$ cat config.mk
export PLATFORM = sky130hd
export DESIGN_NAME = squaring_modular_random_generator_unit_flat
export DESIGN_NICKNAME = d
export VERILOG_FILES = /design/src/design/smrg_pkg.sv /design/src/design/smrg_if.sv /design/src/design/smrg_cfg.sv /design/src/design/smrg_sqmod.sv /design/src/design/squaring_modular_random_generator_unit.sv /design/src/flat_wrapper.sv
export VERILOG_INCLUDE_DIRS = /design/src /design/src/design
export SDC_FILE = /design/constraint.sdc
export NUM_CORES = 2
export LEC_CHECK = 0
export BUFFER_PORTS_ARGS = -buffer_cell sky130_fd_sc_hd__buf_2
export CORE_ASPECT_RATIO = 2
export CORE_UTILIZATION = 55
export CTS_CLUSTER_DIAMETER = 100
export DETAILED_ROUTE_END_ITERATION = 10
export MAX_ROUTING_LAYER = met4
export PLACE_DENSITY = 0.71
export SLEW_MARGIN = 10
export SYNTH_ARGS = -nofsm -noshare
export SYNTH_HDL_FRONTEND = slang
export SYNTH_HIERARCHICAL = 1
export SYNTH_SLANG_ARGS = --single-unit
export TNS_END_PERCENT = 50
$ cat constraint.sdc
create_clock -name i_clk -period 15 [get_ports i_clk]
set_clock_uncertainty 0.05 [all_clocks]
set_input_delay 2.25 -clock i_clk [delete_from_list [all_inputs] [get_ports i_clk]]
set_output_delay 2.25 -clock i_clk [all_outputs]
set_load 0.01 [all_outputs]
$ cat src/design/squaring_modular_random_generator_unit_defines.svh
// Assertion helpers used by the square-modulo RTL.
`ifndef SQUARING_MODULAR_RANDOM_GENERATOR_UNIT_DEFINES_SVH
`define SQUARING_MODULAR_RANDOM_GENERATOR_UNIT_DEFINES_SVH

// Same-cycle implication.
`define SMRG_ASSERT_IMP(lbl, clk, rst_n, ante, cons) \
    lbl: assert property (@(posedge clk) disable iff (!rst_n) (ante) |-> (cons)) \
        else $error("smrg assertion failed");

// Next-cycle implication.
`define SMRG_ASSERT_NEXT(lbl, clk, rst_n, ante, cons) \
    lbl: assert property (@(posedge clk) disable iff (!rst_n) (ante) |=> (cons)) \
        else $error("smrg assertion failed");

`endif

$ cat src/design/smrg_pkg.sv
package smrg_pkg;

    localparam int MODULUS_BITS_DEF = 32;
    localparam int NUMBER_W         = 32;
    localparam int PRIME_W          = 16;
    localparam int SEED_W           = 32;
    localparam int CFG_IDX_W        = 2;
    localparam int CFG_DATA_W       = 32;

    typedef logic [CFG_IDX_W-1:0] t_cfg_idx;

    localparam t_cfg_idx CFG_PRIME_P = 2'd0;
    localparam t_cfg_idx CFG_PRIME_Q = 2'd1;
    localparam t_cfg_idx CFG_SEED    = 2'd2;

    localparam logic [PRIME_W-1:0] PRIME_P_RST = 16'd11;
    localparam logic [PRIME_W-1:0] PRIME_Q_RST = 16'd23;
    localparam logic [SEED_W-1:0]  SEED_RST    = 32'd3;

    typedef enum logic [2:0] {
        S_IDLE,
        S_MUL,
        S_PREP,
        S_RED,
        S_DONE
    } t_sqmod_state;

    typedef struct packed {
        logic start;
        logic ack;
    } t_sqmod_ctl;

    typedef struct packed {
        logic idle;
        logic done;
    } t_sqmod_sts;

endpackage

$ cat src/design/smrg_if.sv
interface smrg_req_if;
    import smrg_pkg::*;

    logic valid;
    logic ready;
    logic restart;

    modport source (output valid, output restart, input ready);
    modport sink   (input valid, input restart, output ready);
endinterface

interface smrg_num_if;
    import smrg_pkg::*;

    logic                valid;
    logic                ready;
    logic [NUMBER_W-1:0] number;

    modport source (output valid, output number, input ready);
    modport sink   (input valid, input number, output ready);
endinterface

interface smrg_cfg_if;
    import smrg_pkg::*;

    logic                  valid;
    logic                  ready;
    logic [CFG_IDX_W-1:0]  index;
    logic [CFG_DATA_W-1:0] data;

    modport source (output valid, output index, output data, input ready);
    modport sink   (input valid, input index, input data, output ready);
endinterface

$ cat src/design/smrg_cfg.sv
module smrg_cfg #(
    parameter int MODULUS_BITS = smrg_pkg::MODULUS_BITS_DEF,
    parameter int MW           = (MODULUS_BITS < smrg_pkg::NUMBER_W) ? MODULUS_BITS
                                                                     : smrg_pkg::NUMBER_W
) (
    input  logic                        i_clk,
    input  logic                        i_rst_n,
    smrg_cfg_if.sink                    i_cfg,
    output logic [MW-1:0]               o_modulus,
    output logic [smrg_pkg::SEED_W-1:0] o_seed
);
    import smrg_pkg::*;

    logic [PRIME_W-1:0]   r_prime_p;
    logic [PRIME_W-1:0]   r_prime_q;
    logic [SEED_W-1:0]    r_seed;
    logic [2*PRIME_W-1:0] w_prod;

    assign i_cfg.ready = 1'b1;

    always_ff @(posedge i_clk) begin
        if (!i_rst_n) begin
            r_prime_p <= PRIME_P_RST;
            r_prime_q <= PRIME_Q_RST;
            r_seed    <= SEED_RST;
        end else if (i_cfg.valid) begin
            unique case (i_cfg.index)
                CFG_PRIME_P: r_prime_p <= i_cfg.data[PRIME_W-1:0];
                CFG_PRIME_Q: r_prime_q <= i_cfg.data[PRIME_W-1:0];
                CFG_SEED:    r_seed    <= i_cfg.data[SEED_W-1:0];
                default: ;
            endcase
        end
    end

    assign w_prod    = r_prime_p * r_prime_q;
    assign o_modulus = w_prod[MW-1:0];
    assign o_seed    = r_seed;

endmodule

$ cat src/design/smrg_sqmod.sv
`include "squaring_modular_random_generator_unit_defines.svh"

module smrg_sqmod #(
    parameter int MW = smrg_pkg::NUMBER_W
) (
    input  logic                          i_clk,
    input  logic                          i_rst_n,
    input  smrg_pkg::t_sqmod_ctl          i_ctl,
    input  logic [smrg_pkg::NUMBER_W-1:0] i_base,
    input  logic [MW-1:0]                 i_modulus,
    output smrg_pkg::t_sqmod_sts          o_sts,
    output logic [smrg_pkg::NUMBER_W-1:0] o_number
);
    import smrg_pkg::*;

    localparam int SQ_W  = 2 * NUMBER_W;
    localparam int STEPS = SQ_W / 2;
    localparam int CNT_W = $clog2(STEPS);

    t_sqmod_state        r_state;
    t_sqmod_state        n_state;
    logic [NUMBER_W-1:0] r_base;
    logic [SQ_W-1:0]     r_sq;
    logic [MW-1:0]       r_m;
    logic [MW+1:0]       r_m2;
    logic [MW+1:0]       r_m3;
    logic [MW-1:0]       r_rem;
    logic [CNT_W-1:0]    r_cnt;

    logic [MW+1:0]       w_t;
    logic [MW+1:0]       w_m1;
    logic [MW+1:0]       w_diff;

    always_ff @(posedge i_clk) begin
        if (!i_rst_n) begin
            r_state <= S_IDLE;
        end else begin
            r_state <= n_state;
        end
    end

    always_comb begin
        n_state = r_state;
        o_sts   = '0;
        unique case (r_state)
            S_IDLE: begin
                o_sts.idle = 1'b1;
                if (i_ctl.start) begin
                    n_state = S_MUL;
                end
            end
            S_MUL:  n_state = S_PREP;
            S_PREP: n_state = S_RED;
            S_RED: begin
                if (r_cnt == '0) begin
                    n_state = S_DONE;
                end
            end
            S_DONE: begin
                o_sts.done = 1'b1;
                if (i_ctl.ack) begin
                    n_state = S_IDLE;
                end
            end
            default: n_state = S_IDLE;
        endcase
    end

    // radix-4 restoring step: bring in two bits, subtract the largest multiple that fits
    assign w_t  = {r_rem, r_sq[SQ_W-1 -: 2]};
    assign w_m1 = (MW+2)'(r_m);

    always_comb begin
        priority if (w_t >= r_m3) begin
            w_diff = w_t - r_m3;
        end else if (w_t >= r_m2) begin
            w_diff = w_t - r_m2;
        end else if (w_t >= w_m1) begin
            w_diff = w_t - w_m1;
        end else begin
            w_diff = w_t;
        end
    end

    always_ff @(posedge i_clk) begin
        unique case (r_state)
            S_IDLE: begin
                if (i_ctl.start) begin
                    r_base <= i_base;
                end
            end
            S_MUL: begin
                r_sq <= r_base * r_base;
                r_m  <= i_modulus;
            end
            S_PREP: begin
                r_m2  <= {1'b0, r_m, 1'b0};
                r_m3  <= {1'b0, r_m, 1'b0} + w_m1;
                r_rem <= '0;
                r_cnt <= CNT_W'(STEPS - 1);
            end
            S_RED: begin
                r_rem <= w_diff[MW-1:0];
                r_sq  <= r_sq << 2;
                r_cnt <= r_cnt - 1'b1;
            end
            S_DONE: ;
            default: ;
        endcase
    end

    assign o_number = (r_m == '0) ? '0 : NUMBER_W'(r_rem);

    `SMRG_ASSERT_IMP(a_start_idle, i_clk, i_rst_n, i_ctl.start, r_state == S_IDLE)
    `SMRG_ASSERT_NEXT(a_start_mul, i_clk, i_rst_n, i_ctl.start, r_state == S_MUL)
    `SMRG_ASSERT_IMP(a_rem_below, i_clk, i_rst_n, (r_state == S_RED) && (r_m != '0), r_rem < r_m)
    `SMRG_ASSERT_NEXT(a_done_hold, i_clk, i_rst_n, (r_state == S_DONE) && !i_ctl.ack, r_state == S_DONE)

endmodule

$ cat src/design/squaring_modular_random_generator_unit.sv
// channel   dir   beat fields      handshake
// i_req     in    restart          valid/ready
// o_num     out   number           valid/ready
// i_cfg     in    index, data      valid/ready, always ready
//
// A request passes from accept to result through a state for the 32x32 square,
// a state that sets up the modulus multiples, 32 radix-4 reduction steps of
// the shared compare/subtract unit, and a state that hands the result to the
// output register. No new request is taken while one is in progress. The next
// request is taken once the result sits in the output register, so a stalled
// output blocks at most one further result.
// Reset is synchronous, active low, and restores the configuration defaults.
module squaring_modular_random_generator_unit #(
    parameter int MODULUS_BITS = smrg_pkg::MODULUS_BITS_DEF
) (
    input  logic        i_clk,
    input  logic        i_rst_n,
    smrg_req_if.sink    i_req,
    smrg_num_if.source  o_num,
    smrg_cfg_if.sink    i_cfg
);
    import smrg_pkg::*;

    localparam int MW = (MODULUS_BITS < NUMBER_W) ? MODULUS_BITS : NUMBER_W;

    logic [MW-1:0]       w_modulus;
    logic [SEED_W-1:0]   w_seed;
    t_sqmod_ctl          w_ctl;
    t_sqmod_sts          w_sts;
    logic [NUMBER_W-1:0] w_base;
    logic [NUMBER_W-1:0] w_result;

    logic                r_started;
    logic [NUMBER_W-1:0] r_current;
    logic                r_out_valid;
    logic                n_out_valid;
    logic [NUMBER_W-1:0] r_number;

    smrg_cfg #(
        .MODULUS_BITS (MODULUS_BITS),
        .MW           (MW)
    ) u_cfg (
        .i_clk     (i_clk),
        .i_rst_n   (i_rst_n),
        .i_cfg     (i_cfg),
        .o_modulus (w_modulus),
        .o_seed    (w_seed)
    );

    smrg_sqmod #(
        .MW (MW)
    ) u_sqmod (
        .i_clk     (i_clk),
        .i_rst_n   (i_rst_n),
        .i_ctl     (w_ctl),
        .i_base    (w_base),
        .i_modulus (w_modulus),
        .o_sts     (w_sts),
        .o_number  (w_result)
    );

    assign i_req.ready = w_sts.idle;
    assign w_ctl.start = i_req.valid && w_sts.idle;
    assign w_ctl.ack   = w_sts.done && (!r_out_valid || o_num.ready);
    assign w_base      = (i_req.restart || !r_started) ? NUMBER_W'(w_seed) : r_current;

    always_comb begin
        n_out_valid = r_out_valid;
        if (w_ctl.ack) begin
            n_out_valid = 1'b1;
        end else if (o_num.ready) begin
            n_out_valid = 1'b0;
        end
    end

    always_ff @(posedge i_clk) begin
        if (!i_rst_n) begin
            r_started   <= 1'b0;
            r_current   <= '0;
            r_out_valid <= 1'b0;
        end else begin
            r_out_valid <= n_out_valid;
            if (w_ctl.start) begin
                r_started <= 1'b1;
            end
            if (w_ctl.ack) begin
                r_current <= w_result;
            end
        end
    end

    always_ff @(posedge i_clk) begin
        if (w_ctl.ack) begin
            r_number <= w_result;
        end
    end

    assign o_num.valid  = r_out_valid;
    assign o_num.number = r_number;

endmodule
$ cat src/flat_wrapper.sv
// flat-port wrapper written by rule: the top's interface ports become plain ports
module squaring_modular_random_generator_unit_flat import smrg_pkg::*;
#(
    parameter int MODULUS_BITS = smrg_pkg::MODULUS_BITS_DEF
)
  (i_clk, i_rst_n, i_req_valid, i_req_restart, i_req_ready, o_num_valid, o_num_number, o_num_ready, i_cfg_valid, i_cfg_index, i_cfg_data, i_cfg_ready);
  smrg_req_if i_req_i ();
  smrg_num_if o_num_i ();
  smrg_cfg_if i_cfg_i ();
  input  logic i_clk;
  input  logic i_rst_n;
  input wire logic [$bits(i_req_i.valid)-1:0] i_req_valid;
  input wire logic [$bits(i_req_i.restart)-1:0] i_req_restart;
  output wire logic [$bits(i_req_i.ready)-1:0] i_req_ready;
  output wire logic [$bits(o_num_i.valid)-1:0] o_num_valid;
  output wire logic [$bits(o_num_i.number)-1:0] o_num_number;
  input wire logic [$bits(o_num_i.ready)-1:0] o_num_ready;
  input wire logic [$bits(i_cfg_i.valid)-1:0] i_cfg_valid;
  input wire logic [$bits(i_cfg_i.index)-1:0] i_cfg_index;
  input wire logic [$bits(i_cfg_i.data)-1:0] i_cfg_data;
  output wire logic [$bits(i_cfg_i.ready)-1:0] i_cfg_ready;
  assign i_req_i.valid = i_req_valid;
  assign i_req_i.restart = i_req_restart;
  assign i_req_ready = i_req_i.ready;
  assign o_num_valid = o_num_i.valid;
  assign o_num_number = o_num_i.number;
  assign o_num_i.ready = o_num_ready;
  assign i_cfg_i.valid = i_cfg_valid;
  assign i_cfg_i.index = i_cfg_index;
  assign i_cfg_i.data = i_cfg_data;
  assign i_cfg_ready = i_cfg_i.ready;
  squaring_modular_random_generator_unit #(.MODULUS_BITS(MODULUS_BITS)) u_core (.i_clk(i_clk), .i_rst_n(i_rst_n), .i_req(i_req_i), .o_num(o_num_i), .i_cfg(i_cfg_i));
endmodule
==> results.sh <==
export IMPL_outcome="complete, but fails checks"
export IMPL_violations="DRC"
export IMPL_drive_above_1_share_pct=4.66
export IMPL_drv_cap=0
export IMPL_place_inst=7575
export IMPL_final_setup_viol_count=0
export IMPL_critPathCaptureType="register"
export IMPL_wl_per_cell_um=25.9
export IMPL_antenna_found_initial=10
export IMPL_hold_viol_final=0
export IMPL_rsz0062_at_grt="no"
export IMPL_synth_seq_cells=362
export IMPL_io_buffers=73
export IMPL_syn_cell_area_sq_um=59300
export IMPL_cts_tree="built"
export IMPL_clk_pin_slew_worst_paths_ns=0.07
export IMPL_nFillCells=9544
export IMPL_path_buf_inv=4
export IMPL_crit_type="register to register"
export IMPL_firstDrtPassIters=8
export IMPL_crit_fanout=26
export IMPL_layout_nets=7822
export IMPL_core_area_sq_um=107000
export IMPL_postCtsHoldBufs=0
export IMPL_async_flop_share_pct=0
export IMPL_ant_nets=0
export IMPL_row_count=170
export IMPL_cts_setup_buffers=0
export IMPL_cp_top_family="adder cells"
export IMPL_cpMaxStageDelayCell="fa_1"
export IMPL_hpwlAfterDp_um=158000
export IMPL_dieWidth_um=234
export IMPL_stdcell_count=7656
export IMPL_crit_arrival_ns=9.34
export IMPL_syn_instance_count=6329
export IMPL_cts_buffer_depth=3
export IMPL_synth_main_ff_cell="edfxtp_1"
export IMPL_route_vias_total=45300
export IMPL_start_util_pct=55.4
export IMPL_routed_wl_um=198000
export IMPL_worstPathRequired_ns=15.31
export IMPL_vias_per_cell=5.91
export IMPL_slowest_delay_ns=0.74
export IMPL_worstSkewPairLatency_ns=0.62
export IMPL_yosysWarningCount=6
export IMPL_max_freq_ghz=0.111
export IMPL_overflow=0
export IMPL_cts_buffers=40
export IMPL_dieArea_sq_um=109000
export IMPL_fin_crit_sh_pct=60.2
export IMPL_worst_setup_path_start_kind="register"
export IMPL_hold_path_class="register to register"
export IMPL_final_cell_mix="inv_1 (1,331), fa_1 (990), nand2_1 (763), ha_1 (551), and2_1 (364)"
export IMPL_synthToLayoutAreaGrowth_pct=4.67
export IMPL_tns_ns=0
export IMPL_synth_edf_count=261
export IMPL_tightest_slew_ns=1.31
export IMPL_htree_levels=2
export IMPL_cts_resized=0
export IMPL_cts_sinks=362
export IMPL_grt_pass1_wl_um=295000
export IMPL_grt_pass1_vias=49400
export IMPL_grt_start_max_net_pins=120
export IMPL_finalMaxSlewViolations=0
export IMPL_drtIter0Drc=2891
export IMPL_cp_common_cell="fa_1"
export IMPL_io_pins=75
export IMPL_cts_root_buf="clkbuf_16"
export IMPL_cp_cell_sequence="buf_4, clkinv_1, nor2_1, fa_1, fa_1, inv_1, fa_1, fa_1, inv_1, fa_1, fa_1, fa_1, ha_1, ha_1, and3_1, or2_2, o221ai_1, nand2_1, o211ai_1, a21oi_1, a2111oi_0, o21ai_1"
export IMPL_synth_area_per_cell_sq_um=9.37
export IMPL_grtUsageTotal_pct=38.7
export IMPL_synth_cell_types=100
export IMPL_place_congestion=1.06
export IMPL_drc=1
export IMPL_seq_area_frac_synth_pct=16.6
export IMPL_syn_nets=7910
export IMPL_post_route_util_pct=58.0
export IMPL_die_y_um=466
export IMPL_layout_commonest_cell="inv_1"
export IMPL_period_needed_ns=9.03
export IMPL_max_slew_margin_pct=12.0
## metal layers
layer  part of all wire, %  global-route usage, %  routed length [um]  vias up
met5                     0                      -                   0        -
met4                    14                   43.7               28600        0
met3                   5.2                   6.32               10300     1035
met2                    52                   66.3              103000     1869
met1                    29                   33.2               56600    22700
li1                      -                      -                   -    19700
## tightest hold or removal path, delay by kind of cell (launching register included)
kind          cells  cell delay [ns]
simple gates      1             0.05
flops             1             0.31
mux               1             0.05
## flip-flops by register name, indices dropped and copies added (netlist names), 16 cells and up
register                count
u_core/o_num.number        32
u_core/r_current           32
u_core/u_cfg/o_seed        32
u_core/u_cfg/r_prime_p     16
u_core/u_cfg/r_prime_q     16
u_core/u_sqmod/r_base      32
u_core/u_sqmod/r_m         32
u_core/u_sqmod/r_m2        31
u_core/u_sqmod/r_m3        34
u_core/u_sqmod/r_rem       32
u_core/u_sqmod/r_sq        63
## cell type report
class	instances	area (sq um)	area share (%)
diodes	8	20.0	0.0323
clock buffers	50	1080	1.74
clock inverters	23	233	0.375
inverters	1332	5000	8.06
multi-input cells	4379	43400	69.9
flip-flops and latches	362	9860	15.9
well taps	1376	1720	2.77
repair buffers	126	766	1.23
## worst paths after layout
path	startpoint	endpoint	slack, ns	depth (start not counted)
min reg2reg	u_core/r_current[4]$_SDFFE_PN0P_	u_core/r_current[4]$_SDFFE_PN0P_	0.41	2
max reg2reg	u_core/u_sqmod/r_base[16]$_DFFE_PP_	u_core/u_sqmod/r_sq[52]$_DFFE_PP_	5.97	22
max	u_core/u_sqmod/r_base[16]$_DFFE_PP_	u_core/u_sqmod/r_sq[52]$_DFFE_PP_	5.97	22
min	u_core/r_current[4]$_SDFFE_PN0P_	u_core/r_current[4]$_SDFFE_PN0P_	0.41	2
## stage by stage
stage                     instance area [sq um]  setup slack (ns)  hold WS, ns
after floorplan                           59300              7.21        0.382
after global routing                      62000              5.70        0.427
after CTS                                 62000              6.13        0.414
final                                     62000              5.97        0.409
after detailed placement                  60700              6.15        0.405
after global placement                    60700              6.29        0.392
## synth_stat cells, types with 9 or more instances
cell,instances,share of area (%)
inv_1,1331,8.4
fa_1,990,33
nand2_1,764,4.8
ha_1,551,12
and2_1,365,3.9
edfxtp_1,261,13
a21oi_1,229,1.9
clkbuf_1,221,1.4
nor2_1,220,1.4
xnor2_1,142,2.1
o21ai_0,118,1.0
a21o_1,113,1.4
dfxtp_1,101,3.4
xor2_1,90,1.3
nand3_1,70,0.59
a21boi_0,61,0.77
nor2b_1,49,0.52
a31oi_1,45,0.47
mux2i_1,42,0.71
nand4_1,38,0.40
o21ai_1,37,0.31
nand2b_1,35,0.37
and3_1,33,0.35
nor3_1,33,0.28
a211oi_1,31,0.39
mux2_4,30,0.76
o21bai_1,27,0.34
o211ai_1,25,0.32
o21a_1,19,0.24
a31o_2,16,0.24
buf_2,16,0.14
o22ai_1,13,0.14
a211o_1,12,0.18
nor4_1,10,0.11
a41oi_1,9,0.13
or2_2,9,0.095
or3_1,9,0.095
## cells by family after synthesis
kind of cell    Yosys count  synth area share (%)
flops                   362                  16.6
compound gates          856                  9.55
mux                      80                  1.62
other cells               1               0.00633
fa+ha+maj              1541                  45.1
xor+xnor                232                  3.43
simple gates           1669                  13.4
buf+inv                1588                  10.3
Power is not shown: default switching activity piles up to over one toggle a cycle in this logic, so the estimate is an artifact.
